===== src/hdl/bgr_pkg.sv =====
`default_nettype none
// ----------------------------------------------------------------------------
// bgr_pkg
// Shared types, codes and defaults of the button gesture relay controller.
// ----------------------------------------------------------------------------
package bgr_pkg;

  // default parameter values
  localparam int unsigned RELAY_COUNT_DEF      = 6;
  localparam int unsigned LONG_PRESS_TICKS_DEF = 10;
  localparam int unsigned TICKS_PER_SECOND_DEF = 10;
  localparam int unsigned CLICK_GAP_TICKS_DEF  = 4;
  localparam int unsigned KEY_MAP_ENTRIES_DEF  = 30;

  localparam int unsigned RELAY_W   = 6;
  localparam int unsigned KEY_REG_W = 64;
  localparam int unsigned KEY_REGS  = 4;
  localparam int unsigned CFG_IDX_W = 2;

  // register indexes
  localparam logic [CFG_IDX_W-1:0] REG_KEY_LOW  = 2'd0;
  localparam logic [CFG_IDX_W-1:0] REG_KEY_MID  = 2'd1;
  localparam logic [CFG_IDX_W-1:0] REG_KEY_HIGH = 2'd2;
  localparam logic [CFG_IDX_W-1:0] REG_KEY_TOP  = 2'd3;

  // input modes
  localparam logic MODE_TICK = 1'b0;
  localparam logic MODE_SOFT = 1'b1;

  // software command values
  localparam logic [1:0] SOCK_OFF    = 2'd0;
  localparam logic [1:0] SOCK_ON     = 2'd1;
  localparam logic [1:0] SOCK_TOGGLE = 2'd2;

  // event kinds
  localparam logic [1:0] EV_NONE  = 2'd0;
  localparam logic [1:0] EV_CLICK = 2'd1;
  localparam logic [1:0] EV_LONG  = 2'd2;

  // function codes
  localparam logic [3:0] FN_TOGGLE_ALL  = 4'd0;
  localparam logic [3:0] FN_RELAY_FIRST = 4'd1;
  localparam logic [3:0] FN_RELAY_LAST  = 4'd6;
  localparam logic [3:0] FN_LED         = 4'd7;
  localparam logic [3:0] FN_REBOOT      = 4'd8;
  localparam logic [3:0] FN_WIFI        = 4'd9;
  localparam logic [3:0] FN_FACTORY     = 4'd10;
  localparam logic [3:0] FN_LOCK        = 4'd11;
  localparam logic [3:0] FN_NONE        = 4'd15;

  // blink lengths in LED toggles
  localparam logic [4:0] BLINK_WIFI_LIMIT    = 5'd6;
  localparam logic [4:0] BLINK_FACTORY_LIMIT = 5'd16;

  typedef struct packed {
    logic       mode;
    logic       button_pressed;
    logic [2:0] socket_index;
    logic [1:0] socket_value;
  } in_word_t;

  typedef struct packed {
    logic [RELAY_W-1:0] relay_outputs;
    logic               led_on;
    logic               led_enabled;
    logic               child_lock_on;
    logic [1:0]         event_kind;
    logic [7:0]         event_count;
    logic [3:0]         action_code;
    logic               action_blocked;
    logic               reboot_request;
    logic               wifi_setup_request;
    logic               factory_reset_request;
  } out_word_t;

endpackage
`default_nettype wire


===== src/hdl/bgr_keymap.sv =====
`default_nettype none
// ----------------------------------------------------------------------------
// bgr_keymap
// Key map registers, written over the config port, byte lookup by count.
// ----------------------------------------------------------------------------
module bgr_keymap (
  input  wire logic                                 clk_i,
  input  wire logic                                 rst_ni,
  input  wire logic                                 cfg_we_i,
  input  wire logic [bgr_pkg::CFG_IDX_W-1:0]        cfg_index_i,
  input  wire logic [bgr_pkg::KEY_REG_W-1:0]        cfg_data_i,
  input  wire logic [4:0]                           key_index_i,
  output logic      [7:0]                           key_byte_o
);

  logic [bgr_pkg::KEY_REG_W-1:0] key_map_q [bgr_pkg::KEY_REGS];

  always_ff @(posedge clk_i or negedge rst_ni) begin
    if (!rst_ni) begin
      for (int i = 0; i < int'(bgr_pkg::KEY_REGS); i++) begin
        key_map_q[i] <= '1;
      end
    end else if (cfg_we_i) begin
      unique case (cfg_index_i)
        bgr_pkg::REG_KEY_LOW:  key_map_q[0] <= cfg_data_i;
        bgr_pkg::REG_KEY_MID:  key_map_q[1] <= cfg_data_i;
        bgr_pkg::REG_KEY_HIGH: key_map_q[2] <= cfg_data_i;
        bgr_pkg::REG_KEY_TOP:  key_map_q[3] <= cfg_data_i;
        default: ;
      endcase
    end
  end

  // byte n sits in register n>>3, byte lane n&7
  assign key_byte_o = key_map_q[key_index_i[4:3]][{key_index_i[2:0], 3'b000} +: 8];

endmodule
`default_nettype wire


===== src/hdl/bgr_core.sv =====
`default_nettype none
// ----------------------------------------------------------------------------
// bgr_core
// Gesture tracking, key dispatch, relay/LED/lock state; one word per proc_i.
// ----------------------------------------------------------------------------
module bgr_core #(
  parameter int unsigned RELAY_COUNT      = bgr_pkg::RELAY_COUNT_DEF,
  parameter int unsigned LONG_PRESS_TICKS = bgr_pkg::LONG_PRESS_TICKS_DEF,
  parameter int unsigned TICKS_PER_SECOND = bgr_pkg::TICKS_PER_SECOND_DEF,
  parameter int unsigned CLICK_GAP_TICKS  = bgr_pkg::CLICK_GAP_TICKS_DEF,
  parameter int unsigned KEY_MAP_ENTRIES  = bgr_pkg::KEY_MAP_ENTRIES_DEF
) (
  input  wire logic               clk_i,
  input  wire logic               rst_ni,
  input  wire logic               proc_i,
  input  var  bgr_pkg::in_word_t  word_i,
  output logic [4:0]              key_index_o,
  input  wire logic [7:0]         key_byte_i,
  output bgr_pkg::out_word_t      result_o
);

  localparam int unsigned RW = bgr_pkg::RELAY_W;
  localparam logic [RW-1:0] RELAY_MASK = RW'((2**RELAY_COUNT) - 1);
  // held/TPS as a multiply by a rounded-up reciprocal; exact for 8-bit held
  localparam int unsigned RECIP = (65536 + TICKS_PER_SECOND - 1) / TICKS_PER_SECOND;

  // state
  logic [RW-1:0] relays_q, relays_d;
  logic          led_en_q, led_en_d;
  logic          lock_q, lock_d;
  logic          led_q, led_d;
  logic          prev_q, prev_d;
  logic [7:0]    held_q, held_d;
  logic [7:0]    clicks_q, clicks_d;
  logic [2:0]    gap_q, gap_d;
  logic [4:0]    blim_q, blim_d;
  logic [4:0]    bsteps_q, bsteps_d;
  logic          bphase_q, bphase_d;
  logic          brun_q, brun_d;

  logic [1:0]    ev_kind;
  logic [7:0]    ev_count;
  logic [24:0]   long_prod;

  always_ff @(posedge clk_i or negedge rst_ni) begin
    if (!rst_ni) begin
      relays_q <= '0;
      led_en_q <= 1'b1;
      lock_q   <= 1'b0;
      led_q    <= 1'b0;
      prev_q   <= 1'b0;
      held_q   <= '0;
      clicks_q <= '0;
      gap_q    <= '0;
      blim_q   <= '0;
      bsteps_q <= '0;
      bphase_q <= 1'b0;
      brun_q   <= 1'b0;
    end else if (proc_i) begin
      relays_q <= relays_d;
      led_en_q <= led_en_d;
      lock_q   <= lock_d;
      led_q    <= led_d;
      prev_q   <= prev_d;
      held_q   <= held_d;
      clicks_q <= clicks_d;
      gap_q    <= gap_d;
      blim_q   <= blim_d;
      bsteps_q <= bsteps_d;
      bphase_q <= bphase_d;
      brun_q   <= brun_d;
    end
  end

  assign long_prod = {17'b0, held_q} * 25'(RECIP);

  // button edges, click burst and gap timer
  always_comb begin
    logic click_rel;
    logic long_rel;
    prev_d   = prev_q;
    held_d   = held_q;
    clicks_d = clicks_q;
    gap_d    = gap_q;
    ev_kind  = bgr_pkg::EV_NONE;
    ev_count = '0;
    click_rel = 1'b0;
    long_rel  = 1'b0;
    if (word_i.mode == bgr_pkg::MODE_TICK) begin
      if (word_i.button_pressed) begin
        if (!prev_q) begin
          held_d = 8'd1;
        end else if (held_q != 8'hff) begin
          held_d = held_q + 8'd1;
        end
      end else if (prev_q) begin
        if (held_q < 8'(LONG_PRESS_TICKS)) begin
          if (clicks_q != 8'hff) begin
            clicks_d = clicks_q + 8'd1;
          end
          click_rel = 1'b1;
        end else begin
          long_rel = 1'b1;
          ev_kind  = bgr_pkg::EV_LONG;
          ev_count = long_prod[23:16];
        end
        held_d = '0;
      end
      prev_d = word_i.button_pressed;

      if (click_rel) begin
        gap_d = 3'(CLICK_GAP_TICKS);
      end else if (gap_q != 3'd0) begin
        if (long_rel) begin
          // expiry held off one tick behind a long press
          if (gap_q > 3'd1) begin
            gap_d = gap_q - 3'd1;
          end
        end else begin
          gap_d = gap_q - 3'd1;
          if (gap_q == 3'd1) begin
            if (clicks_q != 8'd0) begin
              ev_kind  = bgr_pkg::EV_CLICK;
              ev_count = clicks_q;
            end
            clicks_d = '0;
          end
        end
      end
    end
  end

  assign key_index_o = ev_count[4:0];

  // relays, LED, blink and dispatch
  always_comb begin
    logic          in_range;
    logic [3:0]    nib;
    logic [2:0]    ridx;
    logic [RW-1:0] sel;
    relays_d = relays_q;
    led_en_d = led_en_q;
    lock_d   = lock_q;
    led_d    = led_q;
    blim_d   = blim_q;
    bsteps_d = bsteps_q;
    bphase_d = bphase_q;
    brun_d   = brun_q;
    result_o = '0;
    result_o.action_code = bgr_pkg::FN_NONE;
    in_range = (ev_count != 8'd0) && (ev_count <= 8'(KEY_MAP_ENTRIES));
    nib  = (ev_kind == bgr_pkg::EV_LONG) ? key_byte_i[7:4] : key_byte_i[3:0];
    ridx = 3'(nib - 4'd1);
    sel  = '0;

    if (word_i.mode == bgr_pkg::MODE_SOFT) begin
      sel = RW'(RW'(1) << word_i.socket_index);
      if (32'(word_i.socket_index) < RELAY_COUNT) begin
        case (word_i.socket_value)
          bgr_pkg::SOCK_OFF:    relays_d = relays_q & ~sel;
          bgr_pkg::SOCK_ON:     relays_d = relays_q | sel;
          bgr_pkg::SOCK_TOGGLE: relays_d = relays_q ^ sel;
          default: ;
        endcase
        if (word_i.socket_value != 2'd3) begin
          relays_d = relays_d & RELAY_MASK;
          led_d    = (relays_d != '0) && led_en_q;
        end
      end
    end else begin
      if (brun_q) begin
        if (bsteps_q >= blim_q) begin
          led_d  = 1'b0;
          brun_d = 1'b0;
        end else begin
          bphase_d = ~bphase_q;
          led_d    = ~bphase_q;
          bsteps_d = bsteps_q + 5'd1;
        end
      end

      if (ev_kind != bgr_pkg::EV_NONE && in_range) begin
        result_o.action_code = nib;
        if (nib == bgr_pkg::FN_LOCK) begin
          lock_d = ~lock_q;
        end else if (nib <= bgr_pkg::FN_FACTORY) begin
          if (lock_q) begin
            result_o.action_blocked = 1'b1;
          end else begin
            case (nib) inside
              bgr_pkg::FN_TOGGLE_ALL: begin
                relays_d = (relays_q != '0) ? '0 : RELAY_MASK;
                led_d    = (relays_d != '0) && led_en_q;
              end
              [bgr_pkg::FN_RELAY_FIRST:bgr_pkg::FN_RELAY_LAST]: begin
                if (32'(ridx) < RELAY_COUNT) begin
                  relays_d = (relays_q ^ RW'(RW'(1) << ridx)) & RELAY_MASK;
                  led_d    = (relays_d != '0) && led_en_q;
                end
              end
              bgr_pkg::FN_LED: begin
                led_en_d = ~led_en_q;
                led_d    = (relays_q != '0) && ~led_en_q;
              end
              bgr_pkg::FN_REBOOT: begin
                result_o.reboot_request = 1'b1;
              end
              bgr_pkg::FN_WIFI: begin
                blim_d   = bgr_pkg::BLINK_WIFI_LIMIT;
                bsteps_d = '0;
                bphase_d = 1'b0;
                brun_d   = 1'b1;
                result_o.wifi_setup_request = 1'b1;
              end
              bgr_pkg::FN_FACTORY: begin
                blim_d   = bgr_pkg::BLINK_FACTORY_LIMIT;
                bsteps_d = '0;
                bphase_d = 1'b0;
                brun_d   = 1'b1;
                result_o.factory_reset_request = 1'b1;
              end
              default: ;
            endcase
          end
        end
      end
    end

    result_o.relay_outputs = relays_d;
    result_o.led_on        = led_d;
    result_o.led_enabled   = led_en_d;
    result_o.child_lock_on = lock_d;
    result_o.event_kind    = ev_kind;
    result_o.event_count   = ev_count;
  end

endmodule
`default_nettype wire


===== src/hdl/button_gesture_relay_controller.sv =====
`default_nettype none
// ----------------------------------------------------------------------------
// button_gesture_relay_controller
// Multi-click / long-press button decoder driving relays, LED and requests.
//
//   channel  | handshake                | word
//   ---------+--------------------------+---------------------------
//   input    | in_valid_i / in_ready_o  | in_data_i  (in_word_t)
//   output   | out_valid_o / out_ready_i| out_data_o (out_word_t)
//   config   | cfg_we_i                 | cfg_index_i, cfg_data_i
//
// One word per cycle sustained while out_ready_i is high; a word passes
// the input register, then gesture/dispatch logic into the output register.
// All gesture and relay state sits in bgr_core and moves when a word passes
// from the input register to the output register.
// Reset: relays off, LED enabled, lock off, key map all ones.
// A stalled output holds its word; the input register keeps taking a word
// whenever the one ahead of it can move.
// ----------------------------------------------------------------------------
module button_gesture_relay_controller #(
  parameter int unsigned RELAY_COUNT      = bgr_pkg::RELAY_COUNT_DEF,
  parameter int unsigned LONG_PRESS_TICKS = bgr_pkg::LONG_PRESS_TICKS_DEF,
  parameter int unsigned TICKS_PER_SECOND = bgr_pkg::TICKS_PER_SECOND_DEF,
  parameter int unsigned CLICK_GAP_TICKS  = bgr_pkg::CLICK_GAP_TICKS_DEF,
  parameter int unsigned KEY_MAP_ENTRIES  = bgr_pkg::KEY_MAP_ENTRIES_DEF
) (
  input  wire logic                           clk_i,
  input  wire logic                           rst_ni,
  input  wire logic                           in_valid_i,
  output logic                                in_ready_o,
  input  var  bgr_pkg::in_word_t              in_data_i,
  output logic                                out_valid_o,
  input  wire logic                           out_ready_i,
  output bgr_pkg::out_word_t                  out_data_o,
  input  wire logic                           cfg_we_i,
  input  wire logic [bgr_pkg::CFG_IDX_W-1:0]  cfg_index_i,
  input  wire logic [bgr_pkg::KEY_REG_W-1:0]  cfg_data_i
);

  logic               s1_valid_q;
  bgr_pkg::in_word_t  s1_word_q;
  logic               out_valid_q;
  bgr_pkg::out_word_t out_word_q;
  logic               advance;
  logic               proc;
  logic               in_acc;
  logic [4:0]         key_index;
  logic [7:0]         key_byte;
  bgr_pkg::out_word_t result;

  assign advance    = !out_valid_q || out_ready_i;
  assign proc       = s1_valid_q && advance;
  assign in_ready_o = !s1_valid_q || advance;
  assign in_acc     = in_valid_i && in_ready_o;

  always_ff @(posedge clk_i or negedge rst_ni) begin
    if (!rst_ni) begin
      s1_valid_q  <= 1'b0;
      out_valid_q <= 1'b0;
    end else begin
      if (in_acc) begin
        s1_valid_q <= 1'b1;
      end else if (proc) begin
        s1_valid_q <= 1'b0;
      end
      if (advance) begin
        out_valid_q <= s1_valid_q;
      end
    end
  end

  always_ff @(posedge clk_i) begin
    if (in_acc) begin
      s1_word_q <= in_data_i;
    end
    if (proc) begin
      out_word_q <= result;
    end
  end

  bgr_keymap u_keymap (
    .clk_i       (clk_i),
    .rst_ni      (rst_ni),
    .cfg_we_i    (cfg_we_i),
    .cfg_index_i (cfg_index_i),
    .cfg_data_i  (cfg_data_i),
    .key_index_i (key_index),
    .key_byte_o  (key_byte)
  );

  bgr_core #(
    .RELAY_COUNT      (RELAY_COUNT),
    .LONG_PRESS_TICKS (LONG_PRESS_TICKS),
    .TICKS_PER_SECOND (TICKS_PER_SECOND),
    .CLICK_GAP_TICKS  (CLICK_GAP_TICKS),
    .KEY_MAP_ENTRIES  (KEY_MAP_ENTRIES)
  ) u_core (
    .clk_i       (clk_i),
    .rst_ni      (rst_ni),
    .proc_i      (proc),
    .word_i      (s1_word_q),
    .key_index_o (key_index),
    .key_byte_i  (key_byte),
    .result_o    (result)
  );

  assign out_valid_o = out_valid_q;
  assign out_data_o  = out_word_q;

endmodule
`default_nettype wire

===== config.mk =====
export PLATFORM = sky130hd
export DESIGN_NAME = button_gesture_relay_controller
export DESIGN_NICKNAME = d
export VERILOG_FILES = /design/src/hdl/bgr_pkg.sv /design/src/hdl/bgr_keymap.sv /design/src/hdl/bgr_core.sv /design/src/hdl/button_gesture_relay_controller.sv
export SDC_FILE = /design/constraint.sdc
export NUM_CORES = 1
export LEC_CHECK = 0
export BUFFER_PORTS_ARGS = -buffer_cell sky130_fd_sc_hd__buf_2
export CORE_ASPECT_RATIO = 0.9
export CORE_MARGIN = 4
export CORE_UTILIZATION = 45
export DETAILED_ROUTE_END_ITERATION = 8
export GPL_TIMING_DRIVEN = 0
export PLACE_DENSITY = 0.64
export SYNTH_ARGS = -nofsm -noshare
export SYNTH_HDL_FRONTEND = slang
export SYNTH_SLANG_ARGS = --single-unit

===== constraint.sdc =====
create_clock -name clk_i -period 7.8 [get_ports clk_i]
set_input_delay 0 -clock clk_i [delete_from_list [all_inputs] [get_ports clk_i]]
set_output_delay 0 -clock clk_i [all_outputs]
set_load 0.01 [all_outputs]

==> results.md, run 1 <==
* Clock Power Share at 0.334
* VDD IR max at 0.000180 V
* Area Overhead vs Synth at 24.0%
* First drt pass iteration count at 5
* Logic pwr share at 0.215
* WL met1 at 24,800 um
* R2r endpoint: out_data_o[20]
* Ys async rst share at 0.897
* Tmin final at 7.66 ns
* Largest net degree at the start of global routing at 124
* DP Worst Slack at -1.63 ns
* CP Data Required Time at 8.06 ns
* Placed cells at 2,354
* Worst Path Arrival at 7.92 ns
* Synth Warn # at 0
* Hold crit path type: primary input to flop
* Drt total wl at 57,500 um
* Finished Layout Cells at 2,581
* Fin nets at 2,180
* Crit Path Class: flop to flop
* CTS tree: done
* Setup crit end: out_data_o[20]
* Post-synthesis cell type count at 101
* Final Max Tran Viols at 0
* CP max-delay cell: fa_1
* Mapped Cells at 1,699
* Crit end category: flop
* Sw frac at 0.286
* H-tree levels at 2
* Worst Clk Skew at 0.0230 ns
* Finish-stage setup viols at 0
* Vias at 15,176
* Gpl congestion at 0.904
* Fin crit share at 0.982
* Post-synth top area cell: dfstp_2
* Post-synthesis net count at 1,874
* Slew headroom at 0.317
* GR Overflow Total at 0
* Worst Setup Start Kind: flop
* Critical Path Most Common Cell: buf_12
* Layout cell share with drive strength beyond 1 at 0.448
* Worst flop-to-flop path startpoint: u_core.held_q[5]
* Uppermost layer routed: met4
* Synth top area cells: dfstp_2 35%, mux2_2 15%, edfxtp_1 5.3%
* Power Density at 228 nW/um^2
* Initial Utilization at 0.457
* Max-cap violations at 0
* Most used DFF post-synth: dfstp_2
* Critical Path Max Stage Delay at 0.56 ns
* Endpoints failing hold at 0
* Clk Latency, worst-skew pair at 0.56 ns
* Root buf cell: clkbuf_16
* Vias in the first global route at 14,951
* Yosys top cell area share at 0.353
* Fmax at 131 MHz
* PortBufs at 106
* WL/cell at 22.3 um
* First-pass GRT wire length at 88,200 um
* Met3 routed WL at 4270 um
* Register area share after synthesis at 0.458
* Syn_area_per_cell at 11.3 sq um
* Synth Register Bits at 330
* Post-DP HPWL at 39,900 um
* Total GRT Usage at 0.246
* Worst slew pin tran at 1.02 ns
* Core Rows at 71
* Clock-pin slew on the worst setup and hold paths at 0.06 ns
* R2r setup slk at 0.14 ns
* CP Max Fanout at 8
* Die W at 225 um
* Initial DRC Count at 1,326
* # IOs at 107
* Clock buffer depth at 3
* Cell internal pwr at 3850 uW
* Sequential share of power at 0.450
* Switching power at 1540 uW
* Die area at 45,800 sq um
* Die Ht at 204 um
* ANT nets after route at 0
* Post-route DRC at 0
* CTS Buf Count at 37
* # diodes at 0
* CP startpoint: u_core.held_q[5]
* Cell Area, Synth at 19,100 sq um
* Fill count at 3,486
* Clk sinks at 330
* Fin worst setup slack at 0.142 ns
* Post-synth EDFFs at 34
* WL met2 at 26,600 um
* Worst reg2reg path depth at 38
* Status: finished clean
* Via density at 5.88
* Core ar. at 41,800 sq um
* Leakage Power at 0.0100 uW
* Initial antenna violation count at 0
==> worst min path at each step <==
stage | slack [ns] | depth (start not counted) | end | from
2_1_floorplan | -0.30 | 0 | out_valid_o | rst_ni
3_3_place_gp | 0.18 | 1 | s1_word_q[1] | in_data_i[1]
3_5_place_dp | -0.04 | 1 | u_core.gap_q[0] | rst_ni
4_1_cts | 0.14 | 2 | s1_word_q[2] | in_data_i[2]
5_1_grt | 0.16 | 2 | s1_word_q[2] | in_data_i[2]
6_report | 0.17 | 2 | s1_word_q[2] | in_data_i[2]
==> cells in the final DEF (no fill, tap or decap), drive strengths merged, types with 20 or more instances in the layout <==
cell	n
mux2	264
dfstp	257
buf	239
nand2	188
clkbuf	97
inv	85
ha	81
dlygate4sd3	76
a21oi	62
nand3	60
nor2	56
o21ai	56
mux2i	54
dfrtp	39
edfxtp	34
nand4	26
nor3	26
a211oi	21
and3	20
==> cells in the mapped netlist (5+ instances only) <==
master / count
mux2_2: 261
dfstp_2: 257
nand2_1: 188
ha_1: 81
inv_1: 79
a21oi_1: 60
nand3_1: 59
nor2_1: 56
mux2i_1: 54
clkbuf_1: 48
o21ai_0: 47
dfrtp_1: 39
edfxtp_1: 34
nand4_1: 26
nor3_1: 23
and3_1: 20
buf_2: 19
a211oi_1: 18
o211ai_1: 17
fa_1: 16
nor4_1: 15
buf_6: 14
a2111oi_0: 13
o31ai_1: 13
o31a_1: 12
and2_1: 11
a31oi_1: 9
buf_4: 9
xor2_1: 9
nand2b_1: 8
nor2b_1: 8
o2111ai_1: 8
o21ai_1: 8
or3_1: 7
a21o_1: 6
a311oi_1: 6
nand4b_1: 6
o22ai_1: 6
xnor2_1: 6
inv_2: 5
nand3b_1: 5
o22a_1: 5
==> layout make-up <==
class,count,area [sq um],share of cell area
Multi-Input combinational cell,1191,9890,0.417
Sequential cell,330,8760,0.369
Timing Repair Buffer,275,2100,0.0885
Clock buffer,51,1090,0.0460
Tap cell,547,684,0.0289
Buffer,86,674,0.0284
Inverter,84,339,0.0143
Clock inverter,17,173,0.00728
==> routing by layer <==
| metal | global-route usage | vias to the layer above |
|---|---|---|
| li1 | - | 6842 |
| met1 | 0.345 | 7577 |
| met2 | 0.396 | 627 |
| met3 | 0.0403 | 130 |
| met4 | 0.0698 | 0 |
| met5 | 0 | - |
==> sequential cells by signal, indices dropped and copies added, names as in the netlist, 2 cells and up <==
signal,cells
u_core.blim_q,2
u_core.gap_q,3
u_core.bsteps_q,5
u_core.clicks_q,8
out_data_o,27
s1_word_q,7
u_core.held_q,8
u_keymap.key_map_q,256
u_core.relays_q,6
==> repair_timing <==
item,CTS,global route
gates resized for setup,75,72
endpoints found under the setup margin,31,28
gates cloned,0,2
hold buffers,76,0
pin swaps,26,43
hold endpoints to repair,348,0
setup buffers,24,65
==> kinds of logic (layout without fill, tap and decap cells) <==
| logic type | Yosys count | in the layout | synth area share |
|---|---|---|---|
| and+or+nand+nor | 459 | 459 | 0.120 |
| DFF | 330 | 330 | 0.458 |
| muxes | 318 | 318 | 0.184 |
| AOI/OAI and AO/OA | 301 | 301 | 0.116 |
| buffers and inverters | 178 | 513 | 0.0455 |
| adders and majority gates | 97 | 97 | 0.0698 |
| xor gates and xnor gates | 16 | 16 | 0.00772 |
==> through the flow <==
stage	hold slack (ns)	cell area (sq um)	total power [uW]	TNS, ns	utilization
after global routing	0.158	23700	5660	-0.239	0.567
final	0.171	23700	5400	0	0.567
after floorplan	-0.296	19100	3110	0	-
after detailed placement	-0.0417	20400	3460	-35.05	0.487
after global placement	0.179	20300	3400	-33.11	0.486
after CTS	0.143	22900	5350	-0.0353	0.548
==> worst max-delay path, delay by kind of cell, from the launching register on <==
| family | cells | cell delay [ns] |
|---|---|---|
| fa+ha+maj | 6 | 2.20 |
| compound gates | 9 | 1.99 |
| buf+inv | 16 | 1.68 |
| simple gates | 6 | 0.76 |
| flops | 1 | 0.39 |
| mux | 1 | 0.32 |
==> power groups by stage <==
| stage | logic, uW | clock network [uW] | registers (uW) |
|---|---|---|---|
| after floorplan | 730 | 0 | 2380 |
| after global placement | 970 | 0 | 2430 |
| after detailed placement | 1010 | 0 | 2440 |
| after CTS | 1090 | 1840 | 2420 |
| after global routing | 1290 | 1910 | 2460 |
| final | 1160 | 1800 | 2430 |
(Power assumes the default switching activity.)
==> run 2: changes to the inputs <==
--- a/config.mk
+++ b/config.mk
@@ -5,13 +5,16 @@
 export SDC_FILE = /design/constraint.sdc
 export NUM_CORES = 1
 export LEC_CHECK = 0
-export BUFFER_PORTS_ARGS = -buffer_cell sky130_fd_sc_hd__buf_2
+export ABC_CLOCK_PERIOD_IN_PS = 7800
+export CELL_PAD_IN_SITES_DETAIL_PLACEMENT = 1
+export CELL_PAD_IN_SITES_GLOBAL_PLACEMENT = 2
 export CORE_ASPECT_RATIO = 0.9
 export CORE_MARGIN = 4
-export CORE_UTILIZATION = 45
+export CORE_UTILIZATION = 40
 export DETAILED_ROUTE_END_ITERATION = 8
+export DONT_BUFFER_PORTS = 1
 export GPL_TIMING_DRIVEN = 0
-export PLACE_DENSITY = 0.64
+export PLACE_DENSITY = 0.77
 export SYNTH_ARGS = -nofsm -noshare
 export SYNTH_HDL_FRONTEND = slang
 export SYNTH_SLANG_ARGS = --single-unit
==> run 2 against run 1 <==
Sequential cell count did not move; combinational power barely moved; utilization shrank 6.8 points; clock-buffer cell count increased by 2; final cell count is 1.8% lower.
==> results.md, run 2 (same netlist as run 1, synthesis figures left out) <==
* Status: finished clean
* ANT nets after route at 0 (unchanged)
* Finish-stage setup viols at 0 (unchanged)
* Largest net degree at the start of global routing at 297 (+140%)
* Die Ht at 215 um (+5.8%)
* CP Max Fanout at 10 (+2)
* Initial DRC Count at 851 (-36%)
* Initial antenna violation count at 4 (+4)
* CTS Buf Count at 39 (+5.4%)
* Total GRT Usage at 0.241 (-0.00436)
* Worst Clk Skew at 0.0195 ns (-0.00351 ns)
* CTS tree: done
* Vias at 14,754 (-2.8%)
* H-tree levels at 2 (unchanged)
* Leakage Power at 0.00960 uW (-4.1%)
* Vias in the first global route at 15,722 (+5.2%)
* Crit end category: flop
* # IOs at 107 (unchanged)
* Fin util at 0.499 (-0.0680)
* Worst slew pin tran at 1.11 ns (+0.0900 ns)
* First drt pass iteration count at 5 (unchanged)
* Post-route DRC at 0 (unchanged)
* Drt total wl at 64,200 um (+12%)
* First-pass GRT wire length at 96,600 um (+9.6%)
* Commonest non-fill, non-tap cell in the layout: mux2_2
* Power Density at 236 nW/um^2 (+3.6%)
* Clock-pin slew on the worst setup and hold paths at 0.06 ns (about the same)
* Final TNS setup at 0 ns (unchanged)
* Hold crit path type: primary input to flop
* Fin nets at 2,068 (-5.1%)
* Core Rows at 75 (+5.6%)
* Critical Path Most Common Cell: inv_2
* Worst Setup Start Kind: flop
* Area Overhead vs Synth at 22.4%
* Post-DP HPWL at 44,000 um (+10%)
* Via density at 5.82 (-0.98%)
* Biggest register: u_keymap.key_map_q
* Number of flip-flops in the largest register at 256 (unchanged)
* Die W at 238 um (+5.9%)
* VDD IR max at 0.000171 V (-4.9%)
* Crit Path Class: flop to flop
* WL/cell at 25.3 um (+14%)
* CP max-delay cell: fa_1
* Clk sinks at 330 (unchanged)
* Endpoints failing hold at 0 (unchanged)
* Worst Path Arrival at 7.94 ns (+0.02 ns)
* Hold_ws at 0.0781 ns (-0.0928 ns)
* Clk Latency, worst-skew pair at 0.56 ns (about the same)
* Slew headroom at 0.257 (-0.0600)
* Fin crit share at 0.984 (+0.00227)
* Critical Path Max Stage Delay at 0.53 ns (-0.03 ns)
* # diodes at 0 (unchanged)
* Max-cap violations at 0 (unchanged)
* GR Overflow Total at 0 (unchanged)
* Tmin final at 7.68 ns (+0.0177 ns)
* Commonest cells after routing, fill and taps aside: 260 x mux2_2, 257 x dfstp_2, 184 x nand2_1
* PortBufs at 0 (-100%)
* Final Max Tran Viols at 0 (unchanged)
* Layout cell share with drive strength beyond 1 at 0.423 (-0.0250)
* Die area at 51,400 sq um (+12%)
* Fmax at 130 MHz (-0.23%)
* Initial Utilization at 0.407 (-0.0495)
* Gpl congestion at 0.865 (-4.3%)
* Clock buffer depth at 3 (unchanged)
* Root buf cell: clkbuf_16
* RSZ-0062 raised after global routing: yes
* Core ar. at 46,900 sq um (+12%)
* CP Data Required Time at 8.07 ns (about the same)
-- run 2: cell types whose count changed in the layout (fill, tap and decap cells not counted), sizes merged --
cell      change
buf         -112
clkinv        -5
bufinv        +2
clkinvlp      -2
inv           +1
-- run 2: final cells by class --
type,count,area (sq um)
buffer,88,721
clock buffer,53,1100
clock inverter,13,199
fill,4972,23500
inverter,84,343
multi-input combinational,1191,9990
sequential,330,8760
tap,616,771
timing repair buffer,159,1510
-- run 2: where the power goes --
group | internal (uW) | switching [uW] | leakage, uW
Sequential | 2230 | 223 | 0.00351
Clock | 1130 | 759 | 0.000634
Combinational | 570 | 610 | 0.00546
Total | 3920 | 1590 | 0.00960
-- run 2: metrics by stage --
stage               setup WS, ns  instances  cell area [sq um]  power (uW)
detailed placement         -1.92       2315              19900        3410
global placement           -1.79       2315              19900        3350
finish                     0.124       2534              23400        5520
floorplan                  0.192       1699              19100        3110
global route             -0.0813       2534              23400        5780
CTS                      0.00394       2492              22700        5460
-- run 2: worst paths after layout --
kind / end / cells past startpoint / slack [ns] / startpoint
worst max-delay path: out_data_o[20] / 31 / 0.12 / u_core.held_q[6]
worst min-delay path: s1_word_q[3] / 1 / 0.08 / in_data_i[3]
worst max register to register: out_data_o[20] / 31 / 0.12 / u_core.held_q[6]
worst min register to register: u_core.gap_q[1] / 2 / 0.52 / u_core.gap_q[1]
max in group asynchronous: u_keymap.key_map_q[177] / 5 / 5.90 / rst_ni
min in group asynchronous: u_core.held_q[2] / 3 / 0.42 / rst_ni
-- run 2: per-layer routing --
| metal | up-vias | track usage | wire length [um] |
|---|---|---|---|
| li1 | 6608 | - | - |
| met1 | 7658 | 0.314 | 27200 |
| met2 | 356 | 0.422 | 32500 |
| met3 | 124 | 0.0394 | 2840 |
| met4 | 8 | 0.0600 | 1610 |
| met5 | - | 0 | 42 |
-- run 2: repair_timing --
action,in CTS,in global routing
setup buffers,41,37
cloned,0,2
pin swaps,29,42
endpoints found under the hold margin,568,1
hold buffers,76,1
gates resized for setup,111,78
setup endpoints to repair,31,25
-- run 2: critical path: cells and delay by family (launching register included) --
family / cells / cell delay (ns)
compound gates: 11 / 2.40
fa+ha+maj: 6 / 2.27
buf+inv: 9 / 1.25
simple gates: 3 / 0.69
flops: 1 / 0.43
mux: 2 / 0.35
